<file path="config.mk">
export PLATFORM = sky130hd
export DESIGN_NAME = qvr_sat
export DESIGN_NICKNAME = d
export VERILOG_FILES = /design/src/design/qvr_pkg.sv /design/src/design/qvr_sat.sv
export SDC_FILE = /design/constraint.sdc
export NUM_CORES = 1
export LEC_CHECK = 0
export BUFFER_PORTS_ARGS = -buffer_cell sky130_fd_sc_hd__buf_2
export CORE_AREA = 2 2 156 158
export CTS_CLUSTER_DIAMETER = 200
export DETAILED_ROUTE_END_ITERATION = 16
export DIE_AREA = 0 0 158 160
export GPL_ROUTABILITY_DRIVEN = 0
export HOLD_SLACK_MARGIN = 0.06
export PLACE_DENSITY = 0.44
export SLEW_MARGIN = 5
export SYNTH_ARGS = -nofsm -noshare
export SYNTH_HDL_FRONTEND = slang
export SYNTH_SLANG_ARGS = --single-unit
export TNS_END_PERCENT = 1
</file>
<file path="constraint.sdc">
create_clock -name clock -period 4 [get_ports clock]
set_input_delay 0 -clock clock [delete_from_list [all_inputs] [get_ports clock]]
set_output_delay 0 -clock clock [all_outputs]
set_load 0.1 [all_outputs]
</file>
<file path="src/design/qvr_pkg.sv">
// Package for the quaternion vector rotation block: widths, payload types, clamp limits.
package qvr_pkg;

   // Field widths at the ports
   localparam int QW = 32;               // quaternion part, Q2.30
   localparam int VW = 32;               // vector part, Q16.16
   localparam int OW = 32;               // rotated component, Q16.16

   // First product q*v is exact in QW+VW bits; sum of three needs two more
   localparam int PW = QW + VW;
   localparam int TW = PW + 2;

   // Second product t*q is split at LOSPLIT bits of t: low half unsigned, high half signed
   localparam int LOSPLIT = 33;
   localparam int PLW     = LOSPLIT + 1 + QW;
   localparam int PHW     = TW - LOSPLIT + QW;

   // Exact width of a vector component of r, and the Q76 to Q16 shift
   localparam int RW    = TW + QW + 2;
   localparam int SHIFT = 60;

   // Number of t*q products for the three vector components
   localparam int NPROD = 12;

   localparam logic signed [OW-1:0] SAT_MAX = {1'b0, {(OW-1){1'b1}}};
   localparam logic signed [OW-1:0] SAT_MIN = {1'b1, {(OW-1){1'b0}}};

   typedef struct packed {
      logic signed [QW-1:0] w;
      logic signed [QW-1:0] x;
      logic signed [QW-1:0] y;
      logic signed [QW-1:0] z;
   } quat_type;

   typedef struct packed {
      logic signed [VW-1:0] x;
      logic signed [VW-1:0] y;
      logic signed [VW-1:0] z;
   } vec_type;

   typedef struct packed {
      quat_type quat;
      vec_type  vec;
   } req_type;

   // t = q * (0, v), exact
   typedef struct packed {
      logic signed [TW-1:0] w;
      logic signed [TW-1:0] x;
      logic signed [TW-1:0] y;
      logic signed [TW-1:0] z;
   } tquat_type;

   typedef struct packed {
      tquat_type t;
      quat_type  q;
   } ham_type;

   // Vector part of r = t * conj(q), exact
   typedef struct packed {
      logic signed [RW-1:0] x;
      logic signed [RW-1:0] y;
      logic signed [RW-1:0] z;
   } rvec_type;

   typedef struct packed {
      logic signed [OW-1:0] rot_x;
      logic signed [OW-1:0] rot_y;
      logic signed [OW-1:0] rot_z;
      logic                 saturated;
   } rsp_type;

endpackage

</file>
<file path="src/design/qvr_sat.sv">
// Output stage: floor to Q16.16, clamp to 32 bits, flag clipping, output register.
module qvr_sat
   import qvr_pkg::*;
(
   input  logic     clock,
   input  logic     reset,
   input  logic     in_valid,
   output logic     in_ready,
   input  rvec_type in_data,
   output logic     out_valid,
   input  logic     out_ready,
   output rsp_type  out_data
);

   logic    out_v_ff;
   rsp_type out_ff;
   rsp_type out_in;
   logic    clip_x;
   logic    clip_y;
   logic    clip_z;
   logic    out_en;

   assign out_en   = !out_v_ff || out_ready;
   assign in_ready = out_en;

   // Shifted value fits when every bit above the output sign bit matches it
   function automatic logic signed [OW-1:0] clamp(input logic signed [RW-1:0] r);
      logic [RW-SHIFT-OW:0] top;
      top = r[RW-1:SHIFT+OW-1];
      if ((&top) || !(|top)) begin
         return r[SHIFT+OW-1:SHIFT];
      end
      return r[RW-1] ? SAT_MIN : SAT_MAX;
   endfunction

   function automatic logic clipped(input logic signed [RW-1:0] r);
      logic [RW-SHIFT-OW:0] top;
      top = r[RW-1:SHIFT+OW-1];
      return !((&top) || !(|top));
   endfunction

   always_comb begin
      clip_x           = clipped(in_data.x);
      clip_y           = clipped(in_data.y);
      clip_z           = clipped(in_data.z);
      out_in.rot_x     = clamp(in_data.x);
      out_in.rot_y     = clamp(in_data.y);
      out_in.rot_z     = clamp(in_data.z);
      out_in.saturated = clip_x || clip_y || clip_z;
   end

   always_ff @(posedge clock) begin
      if (reset) begin
         out_v_ff <= 1'b0;
      end else if (out_en) begin
         out_v_ff <= in_valid;
      end
   end

   always_ff @(posedge clock) begin
      if (out_en) begin
         out_ff <= out_in;
      end
   end

   assign out_valid = out_v_ff;
   assign out_data  = out_ff;

endmodule

</file>
# Word-level counts from Yosys, hierarchy flattened
# Cells that the tools add are included.
[totals]
inputBits = 304
reg_bits = 98
[classes]
muxes = 12
n_reduce_logical = 19
[ops]
columns = ["op", "n"]
rows = [
  ["$mux 32", 9],
  ["$reduce_and 9->1", 3],
  ["$reduce_or 9->1", 3],
  ["$logic_not 1->1", 7],
  ["$logic_or 1x1->1", 6],
  ["$mux 1", 3],
]

# Longest topological paths before layout
# Gate-level depths: netlist (run 1).
[depth]
ltp_word = 6
depth_mapped = 5

# Least setup slack after synthesis (run 1)
# No wires, ideal clock.
[synth_timing]
kind = "register -> register"
from = "register out_v_ff (netlist: out_valid)"
to = "register out_ff, in the netlist out_data[0], enable pin"
stages_incl_launch_ff = 2
slack_ps = -552
setup_time_ps = 1139
arrival_time_ps = 3414
path_cell_list = "dfxtp_1 nand2b_1"
[synth_between]
elab_chain_len = 2
[synth_rtl]
columns = ["element", "line", "rtl"]
rows = [
  ["from (decl)", "qvr_sat.sv:15", "logic out_v_ff;"],
  ["from (signal assigned)", "qvr_sat.sv:56", "out_v_ff <= in_valid;"],
  ["$logic_not 1->1", "qvr_sat.sv:23", "assign out_en = !out_v_ff || out_ready;"],
  ["$logic_or 1x1->1", "qvr_sat.sv:23", ""],
  ["net in_ready", "qvr_sat.sv:8", "output logic in_ready,"],
  ["to (signal assigned)", "qvr_sat.sv:62", "out_ff <= out_in;"],
  ["to (decl)", "qvr_sat.sv:16", "rsp_type out_ff;"],
]
# The timed path passes the listed nets, and every way through them passes these cells.
# A chain may end at the register's enable or synchronous reset.

# Worst setup path after layout (run 1)
[layout_timing]
from = "register out_v_ff (netlist: out_valid)"
to = "output in_ready"
[layout_between]
elab_chain_len = 2
[layout_rtl]
columns = ["element", "line"]
rows = [
  ["$logic_not 1->1", "qvr_sat.sv:23"],
  ["$logic_or 1x1->1", "qvr_sat.sv:23"],
  ["to (decl)", "qvr_sat.sv:8"],
]
# No other way between the ends.

==> results.yml, run 1 <==
run_status:
  status: "finished, final reports clean"
worst_setup_path:
  cp.buffers_inverters: 1
  crit_path_max_incr_delay_ps: 570
  crit_type: "flop to output port"
  crit_fanout: 53
  cp_cell_sequence: "nand2b_4 -> buf_2"
  cp.arrival_ps: 1850
  critical-path-top-delay-family: "simple AND/OR/NAND/NOR gates"
  critPathLaunchType: "flop"
  crit_required_ps: 4000
  r2r.worst_path.cells: 2
  end_kind: "output port"
  cpMaxStageDelayCell: "nand2b_4"
  cp_num_cells: 2
sta:
  rsz0062_at_grt: "false"
  maxSlewHeadroom_pct: 18.5
  finalHoldViolCount: 0
  slew_violations: 0
  finalCriticalPeriod_ps: 1850
  setup_viol: 0
  min_period_over_period_pct: 46.2
  tightest_slew_ps: 1220
  fmax_ghz: 0.541
  skew_ps: 7.98
  setup_tns_ps: 0
place:
  place_area_mm2: 0.00544
  port_buffers: 222
  place_inst: 773
  dp_hpwl_um: 8390
floorplanning:
  die_x_um: 158
  die-height_um: 160
  core_mm2: 0.0238
  die_area_mm2: 0.0253
  initial_core_util_pct: 17.2
  num_rows: 57
  io_pins: 403
route:
  dr.pass1.iters: 4
  viasPerCell: 3.72
  drtIter0Drc: 127
  drc: 0
  drt_wl_total_um: 12300
  ant_nets: 0
  vias: 3297
  wl_per_cell_um: 13.8
global_routing:
  met1_usage_pct: 11.7
  grt_max_degree: 54
  grt_pass1_wl_um: 18300
  grt_use_total_pct: 9.45
  use_met2_pct: 14.8
  grt_pass1_vias: 3495
  top_usage_layer: "met2"
  antenna_found_initial: 3
  met3_usage_pct: 4.42
  grt_overflow_total: 0
power_and_ir_drop:
  p_leak_uw: 0.00321
  powerDensity_mw_per_mm2: 439
  ir_drop_mv: 0.164
cts:
  cts_buffers: 9
  h-tree-depth: 3
  cts.clk_slew.worst_paths_ps: 70
  clockBufferDepth: 2
  clock_latency_ps: 340
  cts_setup_buffers: 0
  cts_root_buffer: "clkbuf_16"
  cts_tree: "yes"
  cts_sinks: 98
yosys:
  ys_ff_latch: 98
  syn_inst: 244
  ys_seq_area_share_pct: 71.6
  yosysWarningCount: 0
  synthesis.area_mm2: 0.00410
  syn-num-nets: 548
  avgSynthCellArea_um2: 16.8
  synth_cell_types: 24
layout:
  num-nets-final: 862
  syn2layout_area_growth_pct: 64.3
  fin_area_mm2: 0.00674
  antennaDiodeCount: 0
  fin_cells: 887
  nFillCells: 2486
  multi_input_area_um2: 960
  seqCellArea_mm2: 0.00293
  layout-drive-gt1-share_pct: 44.9
hold_path:
  hold_class: "input pin to flop"
  hold-path-cell-count: 4
job:
  drv_cap: 0
==> through the flow <==
| step | worst slack [ps] | util (%) | total power (uW) | hold slack (ps) |
|---|---|---|---|---|
| floorplan | 851 | - | 1850 | 69.1 |
| global placement | 2280 | 22.8 | 1990 | 161 |
| detailed placement | 2220 | 22.8 | 1990 | 172 |
| CTS | 2090 | 28.3 | 3020 | 238 |
| global route | 1980 | 28.3 | 3090 | 286 |
| finish | 2150 | 28.3 | 2960 | 247 |
==> what timing repair did <==
item                                   4_1_cts  5_1_grt
endpoints found under the hold margin       97        0
resized for setup                            0        0
hold buffers                                98        0
==> cell type report <==
type | count | share of cell area [%]
well taps | 324 | 6.02
clock buffers | 11 | 3.46
multi-input cells | 124 | 14.2
clock inverters | 5 | 1.17
inverters | 1 | 0.0557
repair buffers | 324 | 31.5
flip-flops and latches | 98 | 43.5
==> synthesized netlist by cell type <==
cell,count,area (um^2)
edfxtp_1,97,2910
a21o_1,91,683
buf_6,12,135
nand3_1,5,25.0
clkbuf_8,4,55.1
clkbuf_1,3,11.3
nand2_1,3,11.3
nand4_1,3,18.8
nor2_1,3,11.3
nor3_1,3,15.0
a21o_2,2,17.5
buf_4,2,15.0
nand3_2,2,20.0
nor2b_4,2,27.5
nor4_2,2,25.0
o31ai_4,2,42.5
a21oi_1,1,5.00
dfxtp_1,1,20.0
inv_1,1,3.75
nand2b_1,1,6.26
nor3_2,1,10.0
nor3b_2,1,12.5
nor4_1,1,6.26
or2b_2,1,8.76
==> where the power goes <==
group / switching, uW / internal (uW)
registers: 18.2 / 1210
logic: 629 / 184
clock network: 372 / 547
total: 1020 / 1940
==> worst reg2reg max path, cell delays in order, from the launching register on <==
cell and delay, ps:
dfxtp_1 330, nand2b_4 570, buf_4 500
==> cells by family after synthesis <==
| group | Yosys count | share of synthesized area [%] |
|---|---|---|
| AO/OA/AOI/OAI | 96 | 18.3 |
| flip-flops | 98 | 71.6 |
| buffers and inverters | 22 | 5.37 |
| AND/OR/NAND/NOR | 28 | 4.82 |
==> cell usage in the layout (no fill, tap or decap), types with 3 or more instances in the layout <==
cell type        n
edfxtp_1        97
nor2_1           3
buf_4            4
nor3_1           3
dlygate4sd3_1   98
a21o_1          91
nand3_1          5
nand4_1          3
buf_2          222
clkbuf_16        9
nand2_1          3
==> state kept, by name, indices dropped and copies added (netlist names) <==
register / cells
out_data: 97
out_valid: 1
==> path summary, 6_finish.rpt <==
path                                              from                      to  slack [ps]
worst min register to register  out_valid$_SDFFE_PP0P_  out_data[22]$_DFFE_PP_        1120
worst max register to register  out_valid$_SDFFE_PP0P_  out_data[92]$_DFFE_PP_        2270
worst min-delay path                      in_data[291]   out_data[0]$_DFFE_PP_         250
worst max-delay path            out_valid$_SDFFE_PP0P_                in_ready        2150
==> per-layer routing <==
layer  share of wire (%)  routed length (um)
met5                0.21                  26
met4                0.79                  97
met3                  11                1360
met2                  43                5210
met1                  45                5570
Power figures use the tool's default switching activity.
==> run 2: changes to the inputs <==
--- a/config.mk
+++ b/config.mk
@@ -6,10 +6,10 @@
 export NUM_CORES = 1
 export LEC_CHECK = 0
 export BUFFER_PORTS_ARGS = -buffer_cell sky130_fd_sc_hd__buf_2
-export CORE_AREA = 2 2 156 158
+export CORE_AREA = 2 2 158 160
 export CTS_CLUSTER_DIAMETER = 200
 export DETAILED_ROUTE_END_ITERATION = 16
-export DIE_AREA = 0 0 158 160
+export DIE_AREA = 0 0 160 162
 export GPL_ROUTABILITY_DRIVEN = 0
 export HOLD_SLACK_MARGIN = 0.06
 export PLACE_DENSITY = 0.44
==> constraint.sdc (replaced) <==
create_clock -name clock -period 1.56 [get_ports clock]
set_input_delay 0 -clock clock [delete_from_list [all_inputs] [get_ports clock]]
set_output_delay 0 -clock clock [all_outputs]
set_load 0.1 [all_outputs]
==> run 2 against run 1 <==
Compared with the run above: first-iteration DRC count increased by 31%; global-route usage decreased by 0.052 points; sequential share of layout area decreased by 0.91 points; flip-flop and latch count unchanged; total power increased to 2.6 times the previous value.
==> results.yml, run 2 (synthesis results as in run 1) <==
worst_setup_path:
  cpMaxStageDelayCell: "dlygate4sd3_1"
  crit_fanout: 25
  critPathLaunchType: "input pin"
  end_kind: "flop"
  cp_cell_sequence: "dlygate4sd3_1 -> buf_2 -> nand2_1 -> nor3_2 -> or2b_4 -> buf_12 -> a21o_1"
  crit_path_max_incr_delay_ps: 530
  regToRegEndpoint: "out_valid$_SDFFE_PP0P_"
  r2r.worst_path.cells: 3
  cp.arrival_ps: 1520
  rrSetupSlack_ps: 310
  reg2reg_from: "out_valid$_SDFFE_PP0P_"
  crit_type: "input pin to flop"
  crit_required_ps: 1650
cts:
  cts_setup_buffers: 0
  cts.clk_slew.worst_paths_ps: 70
  h-tree-depth: 3
  cts_root_buffer: "clkbuf_16"
  cts_buffers: 9
  cts_sinks: 98
  clockBufferDepth: 2
  clock_latency_ps: 340
  cts_tree: "yes"
layout:
  layout-drive-gt1-share_pct: 46.0
  post-route-util_pct: 28.6
  largest_reg_flops: 97
  mostFrequentLayoutCell: "buf_2"
  fin_area_mm2: 0.00689
  fin_cells: 892
  final_cell_mix: "221 x buf_2, 98 x dlygate4sd3_1, 97 x edfxtp_1, 91 x a21o_1, 9 x clkbuf_16"
  num-nets-final: 867
  syn2layout_area_growth_pct: 68.0
  antennaDiodeCount: 0
sta:
  finalHoldViolCount: 0
  skew_ps: 7.85
  rsz0062_at_grt: "false"
  maxSlewHeadroom_pct: 37.0
  slew_violations: 0
  setup_viol: 0
  finalCriticalPeriod_ps: 1430
  finalWorstSetupSlack_ps: 129
  fmax_ghz: 0.699
  setup_tns_ps: 0
  tightest_slew_ps: 945
  min_period_over_period_pct: 91.7
route:
  vias: 3312
  wl_met3_um: 1420
  top_layer: "met5"
  dr.pass1.iters: 4
  drc: 0
  wl_met2_um: 5540
  drt_wl_total_um: 12500
  drtIter0Drc: 166
  ant_nets: 0
  viasPerCell: 3.71
  met1Wirelength_um: 5360
  wl_per_cell_um: 14.0
floorplanning:
  initial_core_util_pct: 17.0
  die-height_um: 162
  core_mm2: 0.0241
  die_x_um: 160
  num_rows: 57
  die_area_mm2: 0.0259
  io_pins: 403
place:
  place_inst: 778
  post-place-ws_ps: -48.4
  port_buffers: 222
  dp_hpwl_um: 8260
  place_area_mm2: 0.00559
power_and_ir_drop:
  powerDensity_mw_per_mm2: 1120
  ir_drop_mv: 0.379
  p_leak_uw: 0.00328
job:
  drv_cap: 0
global_routing:
  grt_overflow_total: 0
  grt_use_total_pct: 9.39
  grt_pass1_wl_um: 18900
  antenna_found_initial: 2
  grt_pass1_vias: 3589
  grt_max_degree: 54
hold_path:
  hold-path-cell-count: 4
  min_to: "out_data[0]$_DFFE_PP_"
  worstHoldStart: "in_data[291]"
  hold_class: "input pin to flop"
run_status:
  status: "finished, final reports clean"
-- run 2: how the worst max path moves through the flow --
stage,start,end,slack (ps)
finish,in_data[199],out_data[52]$_DFFE_PP_,130
global route,in_data[199],out_data[52]$_DFFE_PP_,70
CTS,in_data[199],out_data[52]$_DFFE_PP_,20
detailed placement,in_data[97],out_data[24]$_DFFE_PP_,-50
global placement,in_data[97],out_data[24]$_DFFE_PP_,-30
floorplan,out_valid$_SDFFE_PP0P_,out_data[0]$_DFFE_PP_,-220
-- run 2: worst max-delay path, delay by kind of cell --
kind            cells  cell delay, ps
buf+inv             3             860
compound gates      1             200
simple gates        3             460
-- run 2: per-layer routing --
metal | global-route usage, % | vias up
met1 | 10.9 | 1523
met3 | 4.03 | 12
met5 | 0 | -
met4 | 3.40 | 2
met2 | 15.5 | 201
li1 | - | 1574
-- run 2: final cells by class --
cell class | instances | area, um^2
inverter | 1 | 3.75
multi-input combinational | 124 | 962
fill | 2467 | 17200
clock inverter | 7 | 92.6
clock buffer | 9 | 225
tap | 324 | 405
timing repair buffer | 329 | 2260
sequential | 98 | 2940
-- run 2: per-stage QoR --
step                hold WS [ps]  power [uW]
floorplan                   59.4        4730
global placement             150        5120
detailed placement           154        5130
CTS                          265        7770
global route                 305        7950
finish                       284        7680
-- run 2: where the power goes --
group          total, uW  internal [uW]  switching, uW
Combinational       2120            495           1630
Clock               2420           1400           1010
Sequential          3140           3090           44.8
-- run 2: repair_timing --
action                                 4_1_cts  5_1_grt
resized for setup                            0        1
setup endpoints to repair                    0        2
endpoints found under the hold margin       97        0
hold buffers                                98        0
